**config.mk**
```make
export PLATFORM = sky130hd
export DESIGN_NAME = slice_layer_word_parser
export DESIGN_NICKNAME = d
export VERILOG_FILES = /design/src/hdl/slp_pkg.sv /design/src/hdl/slp_core.sv /design/src/hdl/slp_out_stage.sv /design/src/hdl/slice_layer_word_parser.sv
export SDC_FILE = /design/constraint.sdc
export NUM_CORES = 1
export LEC_CHECK = 0
export ABC_AREA = 1
export BUFFER_PORTS_ARGS = -buffer_cell sky130_fd_sc_hd__buf_2
export CORE_UTILIZATION = 45
export CTS_CLUSTER_DIAMETER = 40
export DETAILED_ROUTE_END_ITERATION = 8
export HOLD_SLACK_MARGIN = 0.02
export PLACE_DENSITY = 0.64
export SYNTH_ARGS = -nofsm -noshare
export SYNTH_HDL_FRONTEND = slang
export SYNTH_HIERARCHICAL = 1
export SYNTH_SLANG_ARGS = --single-unit
```
**constraint.sdc**
```tcl
create_clock -name aclk -period 14.95 [get_ports aclk]
set_clock_uncertainty 0.15 [all_clocks]
set_input_delay 0.7475 -clock aclk [delete_from_list [all_inputs] [get_ports aclk]]
set_output_delay 0.7475 -clock aclk [all_outputs]
set_load 0.1 [all_outputs]
```
**src/hdl/slp_pkg.sv**
```systemverilog
// ----------------------------------------------------------------------------
// slp_pkg
// Shared types and codes for the slice layer word parser.
// ----------------------------------------------------------------------------
`default_nettype none

package slp_pkg;

    localparam int WORD_W = 16;

    // Command words
    localparam logic [WORD_W-1:0] CMD_LAYER    = 16'd128;
    localparam logic [WORD_W-1:0] CMD_POLYLINE = 16'd129;

    // Parser phase codes
    localparam logic [2:0] PH_CMD  = 3'd0;
    localparam logic [2:0] PH_Z    = 3'd1;
    localparam logic [2:0] PH_ID   = 3'd2;
    localparam logic [2:0] PH_DIR  = 3'd3;
    localparam logic [2:0] PH_CNT  = 3'd4;
    localparam logic [2:0] PH_X    = 3'd5;
    localparam logic [2:0] PH_Y    = 3'd6;
    localparam logic [2:0] PH_STOP = 3'd7;

    // Event codes
    localparam logic [2:0] EV_CONSUMED = 3'd0;
    localparam logic [2:0] EV_LAYER    = 3'd1;
    localparam logic [2:0] EV_HEADER   = 3'd2;
    localparam logic [2:0] EV_POINT    = 3'd3;
    localparam logic [2:0] EV_STOPPED  = 3'd4;
    localparam logic [2:0] EV_IGNORED  = 3'd5;

    typedef logic [WORD_W-1:0] word_t;

    typedef struct packed {
        logic [2:0] event_res;
        word_t      layer_height;
        word_t      line_id;
        word_t      line_dir;
        word_t      point_count;
        word_t      point_x;
        word_t      point_y;
        logic       last_point;
        word_t      stop_word;
    } result_t;

endpackage

`default_nettype wire

```
**src/hdl/slp_core.sv**
```systemverilog
// ----------------------------------------------------------------------------
// slp_core
// Parser state and per-beat decode of one stream word into one result.
// ----------------------------------------------------------------------------
`default_nettype none

module slp_core (
    input  wire logic            aclk,
    input  wire logic            aresetn,
    input  wire logic            fire,
    input  wire slp_pkg::word_t  word,
    output slp_pkg::result_t     result
);
    import slp_pkg::*;

    logic [2:0] phase_reg, phase_next;
    word_t      points_left_reg, points_left_next;
    word_t      held_x_reg, held_x_next;
    word_t      held_id_reg, held_id_next;
    word_t      held_dir_reg, held_dir_next;
    word_t      points_dec;

    assign points_dec = points_left_reg - word_t'(1);

    always_comb begin
        result           = '0;
        result.event_res = EV_CONSUMED;
        phase_next       = phase_reg;
        points_left_next = points_left_reg;
        held_x_next      = held_x_reg;
        held_id_next     = held_id_reg;
        held_dir_next    = held_dir_reg;
        unique case (phase_reg)
            PH_CMD: begin
                if (word == CMD_LAYER) begin
                    phase_next = PH_Z;
                end else if (word == CMD_POLYLINE) begin
                    phase_next = PH_ID;
                end else begin
                    result.event_res = EV_STOPPED;
                    result.stop_word = word;
                    phase_next       = PH_STOP;
                end
            end
            PH_Z: begin
                result.event_res    = EV_LAYER;
                result.layer_height = word;
                phase_next          = PH_CMD;
            end
            PH_ID: begin
                held_id_next = word;
                phase_next   = PH_DIR;
            end
            PH_DIR: begin
                held_dir_next = word;
                phase_next    = PH_CNT;
            end
            PH_CNT: begin
                result.event_res   = EV_HEADER;
                result.line_id     = held_id_reg;
                result.line_dir    = held_dir_reg;
                result.point_count = word;
                points_left_next   = word;
                phase_next         = (word == '0) ? PH_CMD : PH_X;
            end
            PH_X: begin
                held_x_next = word;
                phase_next  = PH_Y;
            end
            PH_Y: begin
                result.event_res  = EV_POINT;
                result.point_x    = held_x_reg;
                result.point_y    = word;
                result.last_point = (points_left_reg == word_t'(1));
                points_left_next  = points_dec;
                phase_next        = (points_dec == '0) ? PH_CMD : PH_X;
            end
            default: begin
                result.event_res = EV_IGNORED;
                phase_next       = PH_STOP;
            end
        endcase
    end

    always_ff @(posedge aclk) begin
        if (!aresetn) begin
            phase_reg       <= PH_CMD;
            points_left_reg <= '0;
            held_x_reg      <= '0;
            held_id_reg     <= '0;
            held_dir_reg    <= '0;
        end else if (fire) begin
            phase_reg       <= phase_next;
            points_left_reg <= points_left_next;
            held_x_reg      <= held_x_next;
            held_id_reg     <= held_id_next;
            held_dir_reg    <= held_dir_next;
        end
    end

    // Point phases always have a pair outstanding
    a_points_pending: assert property (@(posedge aclk) disable iff (!aresetn)
        (phase_reg == PH_X || phase_reg == PH_Y) |-> (points_left_reg != '0))
        else $error("point phase with no points left");

    // Stop is sticky until reset
    a_stop_sticky: assert property (@(posedge aclk) disable iff (!aresetn)
        (phase_reg == PH_STOP) |=> (phase_reg == PH_STOP))
        else $error("parser left stopped phase");

    // Empty polyline returns straight to command phase
    a_empty_line: assert property (@(posedge aclk) disable iff (!aresetn)
        (fire && phase_reg == PH_CNT && word == '0) |=> (phase_reg == PH_CMD))
        else $error("zero count did not return to command phase");

endmodule

`default_nettype wire

```
**src/hdl/slp_out_stage.sv**
```systemverilog
// ----------------------------------------------------------------------------
// slp_out_stage
// Result register with a skid register behind it.
// ----------------------------------------------------------------------------
`default_nettype none

module slp_out_stage (
    input  wire logic              aclk,
    input  wire logic              aresetn,
    input  wire logic              in_valid,
    output logic                   in_ready,
    input  wire slp_pkg::result_t  in_data,
    output logic                   out_valid,
    input  wire logic              out_ready,
    output slp_pkg::result_t       out_data
);
    import slp_pkg::*;

    logic    main_valid_reg;
    logic    skid_valid_reg;
    result_t main_reg;
    result_t skid_reg;
    logic    in_fire;
    logic    main_free;

    assign in_ready  = !skid_valid_reg;
    assign in_fire   = in_valid && in_ready;
    assign main_free = !main_valid_reg || out_ready;
    assign out_valid = main_valid_reg;
    assign out_data  = main_reg;

    always_ff @(posedge aclk) begin
        if (!aresetn) begin
            main_valid_reg <= 1'b0;
            skid_valid_reg <= 1'b0;
        end else if (main_free) begin
            if (skid_valid_reg) begin
                main_valid_reg <= 1'b1;
                skid_valid_reg <= 1'b0;
            end else begin
                main_valid_reg <= in_fire;
            end
        end else if (in_fire) begin
            skid_valid_reg <= 1'b1;
        end
    end

    always_ff @(posedge aclk) begin
        if (main_free) begin
            main_reg <= skid_valid_reg ? skid_reg : in_data;
        end else if (in_fire) begin
            skid_reg <= in_data;
        end
    end

    a_skid_behind_main: assert property (@(posedge aclk) disable iff (!aresetn)
        skid_valid_reg |-> main_valid_reg)
        else $error("skid holds a beat while result register is empty");

    a_skid_drains: assert property (@(posedge aclk) disable iff (!aresetn)
        (skid_valid_reg && out_ready) |=> (main_valid_reg && !skid_valid_reg))
        else $error("skid beat not moved forward");

    // A stalled result beat stays put until it is taken
    a_out_hold: assert property (@(posedge aclk) disable iff (!aresetn)
        (out_valid && !out_ready) |=> (out_valid && $stable(out_data)))
        else $error("result beat changed while stalled");

endmodule

`default_nettype wire

```
**src/hdl/slice_layer_word_parser.sv**
```systemverilog
// ----------------------------------------------------------------------------
// slice_layer_word_parser
// Parses the binary body of a sliced layer file, one 16-bit word per beat.
// ----------------------------------------------------------------------------
// Usage:
//   s_valid/s_ready/s_word carry stream words. Every accepted word yields
//   exactly one result beat on m_valid/m_ready with the m_ fields.
//   Command 128 is followed by a height word (event 1 on the height word).
//   Command 129 is followed by id, direction and count words (event 2 on the
//   count word), then count x,y pairs (event 3 on each y word, last_point on
//   the final pair). Any other command gives event 4 and stops the parser;
//   every later word gives event 5 until reset. Fields not belonging to the
//   reported event read as zero.
// Timing:
//   Each accepted word's result is registered before it shows on m_valid.
//   One word per cycle sustained while m_ready is high: the parser decodes
//   each word combinationally and feeds the result register directly.
// Reset:
//   aresetn low (synchronous) returns the parser to the command phase and
//   empties the result and skid registers.
// Stalls:
//   While m_ready is low, one further word is still taken into the skid
//   register; after that s_ready drops until the receiver drains a beat.
// ----------------------------------------------------------------------------
`default_nettype none

module slice_layer_word_parser (
    input  wire logic                   aclk,
    input  wire logic                   aresetn,
    // word stream
    input  wire logic                   s_valid,
    output logic                        s_ready,
    input  wire logic [15:0]            s_word,
    // result stream
    output logic                        m_valid,
    input  wire logic                   m_ready,
    output logic [2:0]                  m_event_res,
    output logic [15:0]                 m_layer_height,
    output logic [15:0]                 m_line_id,
    output logic [15:0]                 m_line_dir,
    output logic [15:0]                 m_point_count,
    output logic [15:0]                 m_point_x,
    output logic [15:0]                 m_point_y,
    output logic                        m_last_point,
    output logic [15:0]                 m_stop_word
);
    import slp_pkg::*;

    logic    in_fire;
    result_t core_result;
    result_t out_result;

    // Advance the parser only on an accepted beat
    assign in_fire = s_valid && s_ready;

    slp_core u_core (
        .aclk    (aclk),
        .aresetn (aresetn),
        .fire    (in_fire),
        .word    (s_word),
        .result  (core_result)
    );

    // Hold results here so the parser can take one further beat under a stall
    slp_out_stage u_out (
        .aclk      (aclk),
        .aresetn   (aresetn),
        .in_valid  (s_valid),
        .in_ready  (s_ready),
        .in_data   (core_result),
        .out_valid (m_valid),
        .out_ready (m_ready),
        .out_data  (out_result)
    );

    assign m_event_res    = out_result.event_res;
    assign m_layer_height = out_result.layer_height;
    assign m_line_id      = out_result.line_id;
    assign m_line_dir     = out_result.line_dir;
    assign m_point_count  = out_result.point_count;
    assign m_point_x      = out_result.point_x;
    assign m_point_y      = out_result.point_y;
    assign m_last_point   = out_result.last_point;
    assign m_stop_word    = out_result.stop_word;

endmodule

`default_nettype wire
```
* Word level (Yosys, flattened, before mapping)
Cells that the tools add are included.
** Word-level totals
- Register bits after elaboration :: 301
- Input bits :: 20
- Output and inout port bits :: 118
- Logic and storage cells :: 69
** Cells by class
- Add/sub/neg operators :: 1
- Eq/ne operators :: 9
- Multiplexer cells :: 17
- Bitwise gates (word level) :: 2
- Reduce and logical (&&, ||, !) cells :: 15
** Operators with widths (number)
- 116-bit 2-to-1 mux :: 1
- 16-bit 2-to-1 mux :: 4
- 48-bit 2-to-1 mux :: 1
- 33-bit 2-to-1 mux :: 1
- 16-bit by 8-bit equality test with 1-bit output, second input constant :: 2
- 16-bit logical NOT :: 2
- 16-bit one-hot mux with 2 select lines :: 1
- 3-bit one-hot mux with 7 select lines :: 1
- 3-bit 2-to-1 mux :: 6
- 16-bit by 1-bit equality test with 1-bit output, second input constant :: 1
- 16-bit by 1-bit subtractor with 16-bit output, second input constant :: 1
- 3-bit one-hot mux with 5 select lines :: 1
- 2-bit AND reduction :: 5
- 3-bit equality test, second input constant :: 3
- 3-bit by 2-bit equality test with 1-bit output, second input constant :: 2
- 3-bit by 1-bit equality test with 1-bit output, second input constant :: 1
- 3-bit logical NOT :: 1
- 3-bit OR reduction :: 1
- 1-bit logical NOT :: 2
- 1-bit NOT :: 2
- 2-bit nonzero test :: 1
- 2-bit OR reduction :: 1
- 1-bit logical AND :: 1
- 1-bit logical OR :: 1
- 1-bit 2-to-1 mux :: 1

* Logic depth before layout (Yosys ltp)
- Depth in word-level cells :: 5
- Depth in mapped cells :: 15

* Hierarchy
The synthesis kept the hierarchy.
** Modules (own cells, without submodules)
- slp_out_stage :: instances 1, cells each 617, area each 8488.1 um^2, sequential area each 7006.7 um^2
- slp_core :: instances 1, cells each 584, area each 3709.8 um^2, sequential area each 1341.3 um^2
- slice_layer_word_parser :: instances 1, cells each 2, area each 7.5 um^2, sequential area each 0.0 um^2

* Least setup slack after synthesis
OpenSTA, ideal clock, no wires.
- Path kind :: register to register
- From :: register u_out.main_valid_reg (netlist: u_out/out_valid)
- To :: register u_out/skid_reg[0] (netlist bit) (enable)
- Setup time :: 0.595 ns
- Arrival :: 9.080 ns
- Data required time :: 14.205 ns
- Setup slack :: 5.126 ns
- Stages on the path, launching flop included :: 3
- Cells stage by stage :: dfxtp_1 nand2_1 nor2_1
** On the way
- Word-level cells in the longest chain between the ends :: 4
** RTL lines
- from (decl) :: line slp_out_stage.sv:19 : logic main_valid_reg;
- from (signal assigned) :: line slp_out_stage.sv:41 : main_valid_reg <= in_fire;
- 1-bit logical NOT :: line slp_out_stage.sv:28 : assign main_free = !main_valid_reg || out_ready;
- 1-bit logical OR :: line slp_out_stage.sv:28
- via u_out.main_free :: line slp_out_stage.sv:24 : logic main_free;
- 1-bit NOT (no line)
- 2-bit AND reduction (no line)
- to (signal assigned) :: line slp_out_stage.sv:52 : skid_reg <= in_data;
- to (decl) :: line slp_out_stage.sv:22 : result_t skid_reg;
The timed path passes the listed nets, and every way through them passes these cells.
A chain may end at the register's enable or synchronous reset.

* Final worst setup path
- From :: register u_out.skid_valid_reg
- To :: output s_ready
** On the way
- Word-level cells in the longest chain between the ends :: 1
** RTL lines
- from (decl) :: line slp_out_stage.sv:20 : logic skid_valid_reg;
- from (signal assigned) :: line slp_out_stage.sv:35 : skid_valid_reg <= 1'b0;
- from (signal assigned) :: line slp_out_stage.sv:39 : skid_valid_reg <= 1'b0;
- from (signal assigned) :: line slp_out_stage.sv:44 : skid_valid_reg <= 1'b1;
- 1-bit logical NOT :: line slp_out_stage.sv:26 : assign in_ready = !skid_valid_reg;
- to (decl) :: line slice_layer_word_parser.sv:32 : output logic s_ready,
No other way between the ends.

==> impl_results.md <==
* Status: finished clean
* Worst R2R Path Depth at 3
* Hold EP: u_core/held_id_reg[10]
* Tmin final at 3.65 ns
* Share of layout cells above drive strength 1 at 0.173
* CTS Sinks at 301
* Input/output buffers at 137
* Total number of H-tree levels at 2
* Crit path capture type: primary output
* CP required at 14.05 ns
* CTS tree: yes
* Die W at 167 um
* Post-Syn Area per Cell at 10.1 sq um
* FF-to-FF End: u_out/skid_reg[40]
* Worst Path Max Fanout at 91
* Adder-cell share of the synthesized area at 0.00308
* Yosys reg bits at 301
* Iter 0 DRT Violations at 929
* Top-area cell type share of the netlist area at 0.571
* Max-cap violations at 0
* Grt total ovfl at 0
* Synth Area in Compound Gates at 0.0636
* Setup Crit Path Kind: reg -> out
* Top Ports at 138
* Flop-to-flop setup slack at 11.63 ns
* Routed Antenna Nets at 0
* Starting density of the core at 0.463
* Number of cells on the worst hold path at 2
* Setup violators final at 0
* DPL Wire Length at 17,500 um
* Synth area leaders: edfxtp_1 (57%), nand2_1 (12%), dfxtp_1 (11%), nor2_1 (4.3%), inv_1 (2.9%)
* CTS max path bufs at 3
* Vias at 8,678
* Startpoint Class: flip-flop
* Vias in the first global route at 8,116
* Wire per inst at 16.9 um
* Synth Warn # at 6
* Ant diodes at 0
* Post-Synth XOR/XNOR Area at 0.00215
* Reg2reg start: u_out/out_valid
* Worst-Skew Late Latency at 0.52 ns
* First-pass GRT wire length at 44,400 um
* Residual DRC at 0
* Post-CTS setup repair buffer count at 0
* Root Buffer: clkbuf_16
* Netlist cell types at 31
* Cell row count at 59
* Yosys top cell by area: edfxtp_1
* Initial antenna violation count at 0
* Max Slew Vio Count at 0
* Most frequent cells in the layout: nand2_1 (396), edfxtp_1 (232), nor2_1 (139)
* Slew margin rel. at 0.203
* Unrepaired setup endpoints after global routing: false
* First-pass detailed-route iteration total at 5
* Hold WC Path Type: reg -> reg
* Final Cycle Share at 0.244
* CTS clk-pin slew, worst paths at 0.05 ns
* Worst-Margin Slew at 1.20 ns
* Hold Violations, Final at 0
* Synth Instances at 1,203
* Placer Congestion at 0.889
* Core Area at 0.0264 sq mm
* Fin Setup TNS at 0 ns
* Synthesized area at 0.0122 sq mm
* Final #Nets at 1,355
* Crit path DAT at 2.75 ns
* Syn Nets at 1,226
* CTS resizes at 0
* Largest net degree at the start of global routing at 92
* Pwr Density at 160 mW/mm^2
* Die Area at 0.0278 sq mm
* Total GRT Usage at 0.206
* Share of the yosys chip area belonging to registers at 0.684
* Via-to-Cell Ratio at 5.11
* Leakage dissipation at 0.00623 uW
* Routed WL at 28,700 um
* Hold Path Origin: u_core/held_id_reg[10]
* Post-Synth Simple-Gate Area at 0.196
* Hold buffer count at CTS at 0
* VDD IR-drop max at 0.103 mV
* Multiplexer share of the synthesized area at 0
* Main combinational cell family by area after synthesis: simple AND/OR/NAND/NOR gates
* Final hold slack at 0.304 ns
* Commonest non-fill, non-tap cell in the layout: nand2_1
* Die Ht at 167 um
* CTS Buf Count at 40
* Maximum clock rate at 274 MHz
* Synthesis-to-finish area growth at 18.7%
[routing by layer]
layer	up-vias	global-route usage	wire length (um)
met1	4070	0.287	13100
met2	323	0.323	12900
met4	0	0.0749	806
met3	56	0.0349	1880
li1	4229	-	-
met5	-	0	0
[critical path, stage by stage (launching register included)]
cell and delay [ns]:
dfxtp_4 0.45, clkinv_2 0.35, buf_4 0.81, buf_2 0.57
[power breakdown]
group | leakage [uW] | switching (uW) | total, uW | internal, uW
combinational | 0.00261 | 333 | 393 | 60.0
clock | 0.000665 | 359 | 960 | 601
sequential | 0.00296 | 18.6 | 971 | 952
[kinds of logic after synthesis]
group                      count (synthesis)
and+or+nand+nor                          593
DFF                                      301
buffers and inverters                    154
AOI/OAI and AO/OA                        149
xor gates and xnor gates                   3
adders and majority gates                  3
[synthesized netlist by cell type]
library cell	instances
a211oi_1	1
xor2_1	1
ha_1	3
nor4b_1	1
nor2_4	3
inv_2	3
nand3_1	22
edfxtp_1	232
buf_2	19
nor2_2	3
o22ai_1	11
inv_1	94
clkbuf_1	28
nor2_8	2
o21ai_0	68
nor3_1	4
nand2_4	2
o21ai_1	1
o221a_2	1
xnor2_1	2
a21oi_1	65
nor2_1	140
nand2_2	8
nand2_1	397
dfxtp_1	69
buf_4	3
nand4_1	10
buf_1	5
nand3b_1	1
a221oi_1	2
buf_6	2
[how the worst max path moves through the flow]
| stage | slack (ns) | to | from | cells past startpoint |
|---|---|---|---|---|
| 6_report | 11.30 | s_ready | u_out/skid_valid_reg | 3 |
| 5_1_grt | 11.16 | s_ready | u_out/skid_valid_reg | 3 |
| 4_1_cts | 11.30 | s_ready | u_out/skid_valid_reg | 3 |
| 3_5_place_dp | 11.09 | u_out/skid_reg[86] | m_ready | 5 |
| 3_3_place_gp | 11.15 | u_out/skid_reg[91] | m_ready | 5 |
| 2_1_floorplan | 5.13 | u_out/skid_reg[0] | u_out/out_valid | 2 |
[layout make-up]
class / instances / area, sq um
inverters: 97 / 365
clock buffers: 52 / 1110
multi-input cells: 748 / 3250
repair buffers: 144 / 738
fillers: 2259 / 11900
clock inverters: 22 / 262
flip-flops and latches: 301 / 8350
well taps: 335 / 419
[through the flow]
stage / cell area (sq um) / worst slack (ns) / utilization / power, uW / instances
after detailed placement: 13100 / 11.09 / 0.498 / 1380 / 1625
after CTS: 14500 / 11.30 / 0.550 / 2340 / 1699
final: 14500 / 11.30 / 0.550 / 2320 / 1699
after floorplan: 12200 / 5.13 / - / 1310 / 1203
after global placement: 13100 / 11.15 / 0.498 / 1380 / 1625
after global routing: 14500 / 11.16 / 0.550 / 2400 / 1699
Note: power is estimated with default switching activity, not from simulation.
